File: src/rtl/core/dfpwm_pkg.sv
package dfpwm_pkg;

  // Configuration register indexes.
  localparam logic [7:0] CFG_RISE_RATE        = 8'd0;
  localparam logic [7:0] CFG_FALL_RATE        = 8'd1;
  localparam logic [7:0] CFG_LOWPASS_STRENGTH = 8'd2;

  // Register reset values.
  localparam logic [7:0] RISE_RATE_RESET        = 8'd7;
  localparam logic [7:0] FALL_RATE_RESET        = 8'd20;
  localparam logic [7:0] LOWPASS_STRENGTH_RESET = 8'd100;

  // Targets, in the 10-bit signed domain of the approach unit.
  localparam logic signed [9:0] TARGET_HIGH   = 10'sd127;
  localparam logic signed [9:0] TARGET_LOW    = -10'sd128;
  localparam logic signed [9:0] STRENGTH_MAX  = 10'sd255;
  localparam logic signed [9:0] STRENGTH_MIN  = 10'sd0;

  // Rounding offset added before the divide by 256.
  localparam logic signed [17:0] ROUND_HALF = 18'sd128;

  typedef enum logic [1:0] {
    ST_IDLE,
    ST_CHARGE,
    ST_STRENGTH,
    ST_FILTER
  } state_t;

  // One request to the shared approach unit.
  typedef struct packed {
    logic signed [9:0] cur;
    logic signed [9:0] target;
    logic [7:0]        rate;
    logic              nudge;
  } appr_req_t;

endpackage

File: src/rtl/core/dfpwm_approach_unit.sv
module dfpwm_approach_unit
  import dfpwm_pkg::*;
(
  input  appr_req_t         req,
  output logic signed [9:0] result
);

  logic signed [9:0]  diff;
  logic signed [17:0] prod;
  logic signed [17:0] rounded;
  logic signed [9:0]  step;
  logic signed [9:0]  moved;

  // Move cur toward target by round(rate * (target - cur) / 256).
  always_comb begin
    diff    = req.target - req.cur;
    prod    = $signed({10'b0, req.rate}) * $signed({{8{diff[9]}}, diff});
    rounded = prod + ROUND_HALF;
    // Taking the upper bits floors, like an arithmetic shift.
    step    = rounded[17:8];
    moved   = req.cur + step;
  end

  // When nudge is set and rounding stalls the value short of its target, step it by one.
  always_comb begin
    result = moved;
    if (req.nudge && (moved == req.cur) && (moved != req.target)) begin
      result = diff[9] ? (moved - 10'sd1) : (moved + 10'sd1);
    end
  end

endmodule

File: src/rtl/core/dfpwm_audio_decoder_unit.sv
// DFPWM1a audio decoder.
// Input channel (in_valid/in_ready): one coded byte plus a restart flag per
// transfer. Bit 0 of the byte is decoded first; restart clears charge,
// strength, last target and filter level before that byte is decoded.
// Output channel (out_valid/out_ready): eight signed 8-bit samples per byte,
// with last set on the eighth.
// Configuration channel (cfg_valid/cfg_ready, always ready): index 0 rise
// rate, 1 fall rate, 2 low-pass strength; other indexes are ignored. Write
// only while the decoder is idle.
// Sequencing: each sample takes three steps (charge, strength, low-pass
// filter) through the single shared approach unit. A byte holds the block
// until its eighth filter step is done, and only then does in_ready return.
// The first sample is registered after its charge, strength and filter steps.
// A finished sample waits in an output register; if the receiver stalls, the
// filter step of the next sample holds until that register is taken.
// Reset clears the decoder state and the output valid flag, loads the
// register defaults and leaves the block idle and ready.
module dfpwm_audio_decoder_unit
  import dfpwm_pkg::*;
(
  input  logic              clk,
  input  logic              rst,
  input  logic              in_valid,
  output logic              in_ready,
  input  logic [7:0]        coded_byte,
  input  logic              restart,
  output logic              out_valid,
  input  logic              out_ready,
  output logic signed [7:0] sample,
  output logic              last,
  input  logic              cfg_valid,
  output logic              cfg_ready,
  input  logic [7:0]        cfg_index,
  input  logic [7:0]        cfg_data
);

  state_t state, state_next;

  logic [7:0]        rise_rate;
  logic [7:0]        fall_rate;
  logic [7:0]        lowpass_strength;
  logic signed [7:0] charge;
  logic signed [7:0] prev_charge;
  logic [7:0]        strength;
  logic              prev_high;
  logic signed [7:0] filtered_level;
  logic [7:0]        bits;
  logic [2:0]        bit_idx;

  logic              in_fire;
  logic              cur_high;
  logic              same;
  logic signed [8:0] charge_sum;
  logic signed [7:0] level;
  logic              out_free;
  appr_req_t         req;
  logic signed [9:0] appr_result;

  assign in_ready  = (state == ST_IDLE);
  assign in_fire   = in_valid && in_ready;
  assign cfg_ready = 1'b1;
  assign cur_high  = bits[bit_idx];
  assign same      = (cur_high == prev_high);
  assign out_free  = !out_valid || out_ready;

  // Antijerk: on a bit change, average the new charge with the previous one.
  assign charge_sum = {charge[7], charge} + {prev_charge[7], prev_charge};
  assign level      = same ? charge : charge_sum[8:1];

  // Feed the shared approach unit according to the current step.
  always_comb begin
    req = '0;
    unique case (state)
      ST_CHARGE: begin
        req.cur    = {{2{charge[7]}}, charge};
        req.target = cur_high ? TARGET_HIGH : TARGET_LOW;
        req.rate   = strength;
        req.nudge  = 1'b1;
      end
      ST_STRENGTH: begin
        req.cur    = {2'b00, strength};
        req.target = same ? STRENGTH_MAX : STRENGTH_MIN;
        req.rate   = same ? rise_rate : fall_rate;
        req.nudge  = 1'b1;
      end
      ST_FILTER: begin
        req.cur    = {{2{filtered_level[7]}}, filtered_level};
        req.target = {{2{level[7]}}, level};
        req.rate   = lowpass_strength;
        req.nudge  = 1'b0;
      end
      ST_IDLE: begin
        req = '0;
      end
    endcase
  end

  dfpwm_approach_unit u_approach (
    .req    (req),
    .result (appr_result)
  );

  // Sequencer next state.
  always_comb begin
    state_next = state;
    unique case (state)
      ST_IDLE:     if (in_fire) state_next = ST_CHARGE;
      ST_CHARGE:   state_next = ST_STRENGTH;
      ST_STRENGTH: state_next = ST_FILTER;
      ST_FILTER: begin
        if (out_free) begin
          state_next = (bit_idx == 3'd7) ? ST_IDLE : ST_CHARGE;
        end
      end
    endcase
  end

  always_ff @(posedge clk) begin
    if (rst) begin
      state <= ST_IDLE;
    end else begin
      state <= state_next;
    end
  end

  // Configuration registers.
  always_ff @(posedge clk) begin
    if (rst) begin
      rise_rate        <= RISE_RATE_RESET;
      fall_rate        <= FALL_RATE_RESET;
      lowpass_strength <= LOWPASS_STRENGTH_RESET;
    end else if (cfg_valid && cfg_ready) begin
      if (cfg_index == CFG_RISE_RATE)        rise_rate        <= cfg_data;
      if (cfg_index == CFG_FALL_RATE)        fall_rate        <= cfg_data;
      if (cfg_index == CFG_LOWPASS_STRENGTH) lowpass_strength <= cfg_data;
    end
  end

  // Decoder state, updated one step at a time.
  always_ff @(posedge clk) begin
    if (rst) begin
      charge         <= '0;
      strength       <= '0;
      prev_high      <= 1'b0;
      filtered_level <= '0;
      bit_idx        <= '0;
    end else begin
      unique case (state)
        ST_IDLE: begin
          if (in_fire) begin
            bit_idx <= '0;
            if (restart) begin
              charge         <= '0;
              strength       <= '0;
              prev_high      <= 1'b0;
              filtered_level <= '0;
            end
          end
        end
        ST_CHARGE: begin
          charge <= appr_result[7:0];
        end
        ST_STRENGTH: begin
          strength <= appr_result[7:0];
        end
        ST_FILTER: begin
          if (out_free) begin
            filtered_level <= appr_result[7:0];
            prev_high      <= cur_high;
            bit_idx        <= bit_idx + 3'd1;
          end
        end
      endcase
    end
  end

  // Payload registers.
  always_ff @(posedge clk) begin
    if (in_fire) begin
      bits <= coded_byte;
    end
    if (state == ST_CHARGE) begin
      prev_charge <= charge;
    end
    if ((state == ST_FILTER) && out_free) begin
      sample <= appr_result[7:0];
      last   <= (bit_idx == 3'd7);
    end
  end

  // Output register valid flag.
  always_ff @(posedge clk) begin
    if (rst) begin
      out_valid <= 1'b0;
    end else if ((state == ST_FILTER) && out_free) begin
      out_valid <= 1'b1;
    end else if (out_ready) begin
      out_valid <= 1'b0;
    end
  end

  // An accepted byte starts decoding at its first bit.
  a_start: assert property (@(posedge clk) disable iff (rst)
    in_fire |=> (state == ST_CHARGE) && (bit_idx == 3'd0))
    else $error("decode did not start at bit 0");

  // The charge never moves away from a positive target.
  a_charge_dir: assert property (@(posedge clk) disable iff (rst)
    (state == ST_CHARGE) && cur_high |=> charge >= $past(charge))
    else $error("charge moved away from the high target");

  // A stalled output register holds the filter step.
  a_filter_hold: assert property (@(posedge clk) disable iff (rst)
    (state == ST_FILTER) && out_valid && !out_ready
      |=> (state == ST_FILTER) && $stable(filtered_level) && $stable(bit_idx))
    else $error("filter advanced while output was stalled");

  // The last flag is set only with the eighth sample.
  a_last: assert property (@(posedge clk) disable iff (rst)
    (state == ST_FILTER) && out_free |=> (last == ($past(bit_idx) == 3'd7)))
    else $error("last flag on the wrong sample");

endmodule
File: config.mk
export PLATFORM = sky130hd
export DESIGN_NAME = dfpwm_audio_decoder_unit
export DESIGN_NICKNAME = d
export VERILOG_FILES = /design/src/rtl/core/dfpwm_pkg.sv /design/src/rtl/core/dfpwm_approach_unit.sv /design/src/rtl/core/dfpwm_audio_decoder_unit.sv
export SDC_FILE = /design/constraint.sdc
export NUM_CORES = 1
export LEC_CHECK = 0
export BUFFER_PORTS_ARGS = -buffer_cell sky130_fd_sc_hd__buf_2
export CAP_MARGIN = 15
export CORE_ASPECT_RATIO = 1.75
export CORE_MARGIN = 3
export CORE_UTILIZATION = 57
export DETAILED_ROUTE_END_ITERATION = 12
export PLACE_DENSITY = 0.82
export RECOVER_POWER = 100
export SYNTH_ARGS = -nofsm -noshare
export SYNTH_HDL_FRONTEND = slang
export SYNTH_SLANG_ARGS = --single-unit
export TNS_END_PERCENT = 100
File: constraint.sdc
create_clock -name clk -period 11.6 [get_ports clk]
set_input_delay 1.74 -clock clk [delete_from_list [all_inputs] [get_ports clk]]
set_output_delay 1.74 -clock clk [all_outputs]
set_load 0.01 [all_outputs]
# ---- After elaboration in Yosys (flattened, before gate mapping)
# Index checks and enable logic that the tools add are counted.
dict set report totals {
  output_inout_bits 12
  in_bits 30
  word_cells 83
  reg_bits 80
}
dict set report op_classes {
  eq_ne 12
  reduce_logical 20
  mul 1
  n_addsub 7
  order_cmp 1
  muxes 28
}
# operator count
set op_table {}
lappend op_table {{one-hot mux 29 bit (4 select lines)} 1}
lappend op_table {{2-to-1 mux 8 bit} 8}
lappend op_table {{one-hot mux 8 bit (2 select lines)} 3}
lappend op_table {{adder 18 x 9 -> 18 bit (second input constant)} 1}
lappend op_table {{multiplier 9 x 10 -> 18 bit} 1}
lappend op_table {{adder 10 bit} 1}
lappend op_table {{== test 10 bit} 1}
lappend op_table {{2-to-1 mux 10 bit} 1}
lappend op_table {{!= test 10 bit} 1}
lappend op_table {{subtractor 10 bit} 1}
lappend op_table {{adder 8 x 8 -> 9 bit} 1}
lappend op_table {{AND reduction 3 bit} 3}
lappend op_table {{adder 8 x 2 -> 8 bit (second input constant)} 1}
lappend op_table {{== test 8 x 1 -> 1 bit (second input constant)} 1}
lappend op_table {{== test 8 x 2 -> 1 bit (second input constant)} 1}
lappend op_table {{logical NOT 8 bit} 1}
lappend op_table {{one-hot mux 2 bit (4 select lines)} 1}
lappend op_table {{AND reduction 2 bit} 4}
lappend op_table {{nonzero test 2 bit} 4}
lappend op_table {{subtractor 8 x 2 -> 8 bit (second input constant)} 1}
lappend op_table {{2-to-1 mux 1 bit} 7}
lappend op_table {{2-to-1 mux 3 bit} 2}
lappend op_table {{one-hot mux 3 bit (2 select lines)} 1}
lappend op_table {{== test 2 bit (second input constant)} 2}
lappend op_table {{15 further kinds} 20}

# ---- Longest topological paths before layout
dict set report depth {
  word_depth 15
  depth_mapped 50
  ltp_nobuf 47
}

# ---- Cells and area by module
# A second synthesis with hierarchy kept.
dict set report hier_totals {
  cells_unflattened 900
  area_unflattened_um2 8454.4
}
# mod n_inst cells_per_inst area_each_um2 seq_area_each_um2
set modules_own_cells {}
lappend modules_own_cells {dfpwm_approach_unit 1 501 4500.6 0.0}
lappend modules_own_cells {dfpwm_audio_decoder_unit 1 399 3953.8 1851.8}

# ---- Worst setup path after synthesis
# Ideal clock, no wire load.
dict set report synth_timing {
  kind {flip-flop to flip-flop}
  start {register bit_idx[1]}
  end {register charge[5]}
  synth_period_minus_slack_ns 10.810
  arrival_time_ns 10.693
  setup_slack_ns 0.790
  setup_time_ns 0.117
  required_ns 11.483
  path_buffers 1
  path_stages_with_launch 44
  path_cell_list {dfxtp_1 mux4_2 mux2_2 buf_2 mux2i_1 or3_1 or2_2 ha_1 fa_1 nor2b_1 o21ai_0 nand2_1 a21o_1 a21o_1 xor2_1 nand2_1 fa_1 inv_1 [... 8 more ...] a311oi_1 nand2_1 nand2_1 and2_1 nor2_1 ha_1 fa_1 a21o_1 a21oi_1 o21bai_1 a21oi_1 xnor2_1 xnor2_1 nor4_1 nor3b_1 a21oi_4 mux2_4 a22o_1}
}
dict set report synth_between {
  elab_chain_len 14
  word_cells_on_any_way 21
  classes_between {5 x add/sub; 1 x mul; 3 x eq/ne; 10 x mux; 2 x reduce/logical}
}
# item line_no
set synth_rtl {}
lappend synth_rtl {{start, declared} dfpwm_audio_decoder_unit.sv:48} ;# logic [2:0] bit_idx;
lappend synth_rtl {{start signal, assigned} dfpwm_audio_decoder_unit.sv:170} ;# bit_idx <= bit_idx + 3'd1;
lappend synth_rtl {{binary-select mux 1 bit (select 3 bit) (*)} dfpwm_audio_decoder_unit.sv:62} ;# assign cur_high = bits[bit_idx];
lappend synth_rtl {{2-to-1 mux 1 bit (not written as such) (*)} dfpwm_audio_decoder_unit.sv:62}
lappend synth_rtl {{== test 1 bit} dfpwm_audio_decoder_unit.sv:63} ;# assign same = (cur_high == prev_high);
lappend synth_rtl {{2-to-1 mux 8 bit (on tied branches)} {dfpwm_audio_decoder_unit.sv:68, dfpwm_audio_decoder_unit.sv:82}}
lappend synth_rtl {{one-hot mux 29 bit (4 select lines) (*)} dfpwm_audio_decoder_unit.sv:73} ;# unique case (state)
lappend synth_rtl {{parallel branches: the longest is 7 deep, another holds multiplier 9 x 10 -> 18 bit} --}
lappend synth_rtl {{2-to-1 mux 8 bit (*)} dfpwm_approach_unit.sv:27} ;# if (req.nudge && (moved == req.cur) && (moved != req.target)) begin
lappend synth_rtl {{via appr_result[5]} dfpwm_audio_decoder_unit.sv:57} ;# logic signed [9:0] appr_result;
lappend synth_rtl {{one-hot mux 8 bit (2 select lines) (*)} dfpwm_audio_decoder_unit.sv:148} ;# unique case (state)
lappend synth_rtl {{end signal, assigned} dfpwm_audio_decoder_unit.sv:161} ;# charge <= appr_result[7:0];
lappend synth_rtl {{end, declared} dfpwm_audio_decoder_unit.sv:42} ;# logic signed [7:0] charge;
# Mark *: on every way through the listed nets, which the timed path passes. The select of a mux whose other input is x is not followed.
# A chain may end at the register's enable or synchronous reset.

# ---- Worst setup path after layout
dict set report layout_timing {
  start {register bit_idx[1]}
  end {register filtered_level[5]}
}
dict set report layout_between {
  elab_chain_len 15
  word_cells_on_any_way 22
  classes_between {5 x add/sub; 1 x mul; 3 x eq/ne; 11 x mux; 2 x reduce/logical}
}
# item line_no
set layout_rtl {}
lappend layout_rtl {{binary-select mux 1 bit (select 3 bit) (*)} dfpwm_audio_decoder_unit.sv:62}
lappend layout_rtl {{2-to-1 mux 1 bit (not written as such) (*)} dfpwm_audio_decoder_unit.sv:62}
lappend layout_rtl {{== test 1 bit} dfpwm_audio_decoder_unit.sv:63}
lappend layout_rtl {{2-to-1 mux 8 bit (on tied branches)} {dfpwm_audio_decoder_unit.sv:68, dfpwm_audio_decoder_unit.sv:82}}
lappend layout_rtl {{one-hot mux 29 bit (4 select lines) (*)} dfpwm_audio_decoder_unit.sv:73}
lappend layout_rtl {{parallel branches: the longest is 7 deep, another holds multiplier 9 x 10 -> 18 bit} --}
lappend layout_rtl {{2-to-1 mux 8 bit (*)} dfpwm_approach_unit.sv:27}
lappend layout_rtl {{via appr_result[5]} dfpwm_audio_decoder_unit.sv:57}
lappend layout_rtl {{2-to-1 mux 8 bit (*)} dfpwm_audio_decoder_unit.sv:167} ;# if (out_free) begin
lappend layout_rtl {{one-hot mux 8 bit (2 select lines) (*)} dfpwm_audio_decoder_unit.sv:148}
lappend layout_rtl {{end signal, assigned} dfpwm_audio_decoder_unit.sv:168} ;# filtered_level <= appr_result[7:0];
lappend layout_rtl {{end, declared} dfpwm_audio_decoder_unit.sv:46} ;# logic signed [7:0] filtered_level;
# Marked as above.

==> Flow_metrics.wiki <==
{| class="wikitable"
! Metric !! Value
|-
| Outcome || complete, but fails checks
|-
| Critical path peak fanout || 10
|-
| Launch point of the worst path || bit_idx[1]
|-
| Avg Cell Area, Syn || around 9.1 um^2
|-
| Starting utilization of the core area || 59.0%
|-
| Met2 Track Usage GR || a little over half
|-
| CTS Hold Buffers Added || 0
|-
| Critical hold path startpoint || filtered_level[6]
|-
| Die area || 16200 um^2
|-
| Diode count || 0
|-
| Finish-stage setup viols || 0
|-
| Seq/Total Area, Yosys || between 20% and 30%
|-
| Proportion of netlist area held by the largest area contributor || approximately 15%
|-
| Placer congestion estimate || 0.993
|-
| Util after Layout || 65.6%
|-
| Total congestion overflow || 0
|-
| Synth-to-layout area growth || 11.2%
|-
| Die W || 97.4 um
|-
| CTS root buf || sky130_fd_sc_hd__clkbuf_16
|-
| Final-report hold violation count || 0
|-
| Seq cells post-synth || 80
|-
| Initial antenna violation count || 0
|-
| Mean number of vias per cell || 6.17
|-
| Capture point of the critical path || filtered_level[5]
|-
| Share of the clock period used by the worst path after layout || 97.1%
|-
| Post-DP HPWL || 17600 um
|-
| Count of port buffers added during placement || 40
|-
| Overall track demand over capacity in global routing || 27.2%
|-
| Violations in the final reports || max-capacitance violations, max-slew violations
|-
| Transition time of the tightest slew-check pin || 1510 ps
|-
| Wire length of the first global-routing pass || ~36000 um
|-
| Clock tree from TritonCTS || yes
|-
| Relative slew slack || -0.993%
|-
| Endpoint kind of the worst setup timing path || register
|-
| Leading cell type by number of instances after synthesis || sky130_fd_sc_hd__nor2_1
|-
| Fillers || 1147
|-
| Most repeated library cell on the critical path || sky130_fd_sc_hd__fa_1
|-
| Number of warning messages in the yosys log || 0
|-
| Worst flop-to-flop path endpoint || filtered_level[5]
|-
| Post-synth cell types || 75
|-
| Site row count || 57
|-
| Number of global-route vias before repair || 7538
|-
| Reg2Reg Setup Slack || 330 ps
|-
| Crit Reg-Reg Startpoint || bit_idx[1]
|-
| Final Critical Period || 11270 ps
|-
| Kind of start point of the critical path || register
|-
| Met3 global-route usage || 2.56%
|-
| Cell accounting for the most synthesized area || sky130_fd_sc_hd__fa_1
|-
| Nets@finish || 1137
|-
| Clock net sink count || 80
|-
| Number of buffers on the longest clock path || 2
|-
| Main area contributors after synthesis || sky130_fd_sc_hd__fa_1 (15%), sky130_fd_sc_hd__dfxtp_1 (13%), sky130_fd_sc_hd__ha_1 (12%)
|-
| Post-route setup TNS || 0 ps
|-
| Length of the first detailed-routing pass in iterations || 5
|-
| Skew-Pair Late Insertion Delay || 340 ps
|-
| Count of routing violations after the opening detailed-route iteration || between 300 and 400
|-
| Post-synthesis instance area || 8330 um^2
|-
| Final wirelength || 22200 um
|-
| Post-Syn Instances || 918
|-
| Fraction of final layout cells with drive strength greater than 1 || 11.8%
|-
| Global-route layer with the greatest usage || met2
|-
| Worst EP arrival || 11500 ps
|-
| Die Span Y || 166 um
|-
| Critical-path cell with the highest stage delay || sky130_fd_sc_hd__mux4_2
|-
| Worst clock skew on the final layout || 7.69 ps
|-
| Final max-slew violation count || 37
|-
| Clock-pin slew reported for the worst setup and hold paths after clock tree synthesis || 70 ps
|-
| Share of async-settable or async-resettable flops after synthesis || 0%
|-
| Detailed-route DRC error count || 0
|-
| Maximum clock frequency || 0.0888 GHz
|-
| Number of enable flip-flop cells after synthesis || 25
|-
| Area inside the core boundary || ~14000 um^2
|-
| Pin count of the biggest net entering global routing || 37
|-
| Worst R2R Path Depth || 42
|-
| Commonest cells post-synth || sky130_fd_sc_hd__nor2_1 (98), sky130_fd_sc_hd__inv_1 (86), sky130_fd_sc_hd__nand2_1 (80)
|-
| Worst hold-check slack || 463 ps
|-
| Number of vias in the routed layout || 7079
|-
| Most used DFF post-synth || sky130_fd_sc_hd__dfxtp_1
|-
| Category of the critical setup timing path || reg -> reg
|-
| Multi-input combinational cell area || 6160 um^2
|-
| GR Layer Usage met1 || 26.5%
|-
| Post-synthesis net count || about 1100
|-
| Data required time of the worst path || 11830 ps
|-
| Routed WL per cell || 19.3 um
|-
| I/O pin cnt || 42
|-
| H-tree level count || 3
|-
| Path type of the worst min-delay path || reg -> reg
|-
| Remaining number of nets flagged by the antenna check after routing || 0
|-
| Clock buffer count from CTS || 9
|-
| Largest stage delay, worst path || 570 ps
|-
| Number of max-cap violations || 1
|-
| Register Area || 1850 um^2
|}
-- cells by family after synthesis --
logic type,share of synthesized area [%]
compound gates,15.7
xor+xnor,7.60
fa+ha+maj,27.0
buf+inv,5.42
flops,22.2
mux,5.17
other cells,0.0450
simple gates,16.8
-- worst min path at each step --
stage	endpoint	slack, ps	cells after the start
floorplan	filtered_level[1]	430	2
global placement	filtered_level[6]	440	2
detailed placement	filtered_level[6]	450	2
CTS	filtered_level[6]	460	2
global route	filtered_level[6]	480	2
finish	filtered_level[6]	460	2
-- sequential cells by signal, summed over array words and instances, names as in the netlist --
signal / count
bits: 8
charge: 8
fall_rate: 8
filtered_level: 8
lowpass_strength: 8
prev_charge: 8
rise_rate: 8
sample: 8
strength: 8
bit_idx: 3
state: 2
last: 1
out_valid: 1
prev_high: 1
-- metrics by stage --
step | cell area (um^2) | setup WS, ps | instances
floorplan | 8330 | 790 | 918
global placement | 8800 | 508 | 1128
detailed placement | 8800 | 218 | 1128
CTS | 9140 | 158 | 1144
global route | 9260 | -219 | 1147
finish | 9260 | 335 | 1147
-- layout make-up --
| type | instances | share of cell area, % |
|---|---|---|
| clock buffer | 9 | 2.43 |
| timing repair buffer | 66 | 3.92 |
| clock inverter | 7 | 1.18 |
| tap | 177 | 2.39 |
| inverter | 88 | 3.61 |
| sequential | 80 | 20.0 |
| multi-input combinational | 720 | 66.5 |
-- per-layer routing --
metal	part of all wire [%]	wire (um)
met1	33	7250
met2	55	12100
met3	4.5	1000
met4	8.2	1820
met5	0	0
-- what timing repair did --
item,4_1_cts,5_1_grt
endpoints found under the setup margin,0,32
gates resized for setup,0,22
buffers inserted,0,3
-- layout by cell type (no fill, tap or decap), types with 6 or more instances in the layout --
master / count
sky130_fd_sc_hd__a21oi_1: 40
sky130_fd_sc_hd__o21ai_1: 13
sky130_fd_sc_hd__inv_1: 86
sky130_fd_sc_hd__ha_1: 79
sky130_fd_sc_hd__a211o_1: 6
sky130_fd_sc_hd__a221o_1: 6
sky130_fd_sc_hd__o21bai_1: 9
sky130_fd_sc_hd__nor3_1: 10
sky130_fd_sc_hd__xnor2_2: 8
sky130_fd_sc_hd__a21o_1: 17
sky130_fd_sc_hd__o211ai_1: 8
sky130_fd_sc_hd__nor2_1: 98
sky130_fd_sc_hd__fa_1: 63
sky130_fd_sc_hd__nand3_1: 17
sky130_fd_sc_hd__clkbuf_16: 9
sky130_fd_sc_hd__or3_1: 6
sky130_fd_sc_hd__mux2i_1: 28
sky130_fd_sc_hd__buf_4: 22
sky130_fd_sc_hd__dfxtp_1: 54
sky130_fd_sc_hd__clkbuf_1: 18
sky130_fd_sc_hd__nand2b_1: 21
sky130_fd_sc_hd__edfxtp_1: 25
sky130_fd_sc_hd__o21ai_0: 22
sky130_fd_sc_hd__nand2_1: 80
sky130_fd_sc_hd__buf_2: 26
sky130_fd_sc_hd__xor2_1: 16
sky130_fd_sc_hd__a22o_1: 19
sky130_fd_sc_hd__nor2b_1: 12
sky130_fd_sc_hd__xnor2_1: 39
-- worst max-delay path, delay by kind of cell (launching register included) --
family                     cells  cell delay (ps)
muxes                          4             1440
AOI/OAI and AO/OA             13             2680
and+or+nand+nor                9             1830
buffers and inverters          3              290
xor gates and xnor gates       4              820
DFF                            1              380
adders and majority gates      9             3690
Power is not shown: default switching activity piles up to over one toggle a cycle in this logic, so the estimate is an artifact.
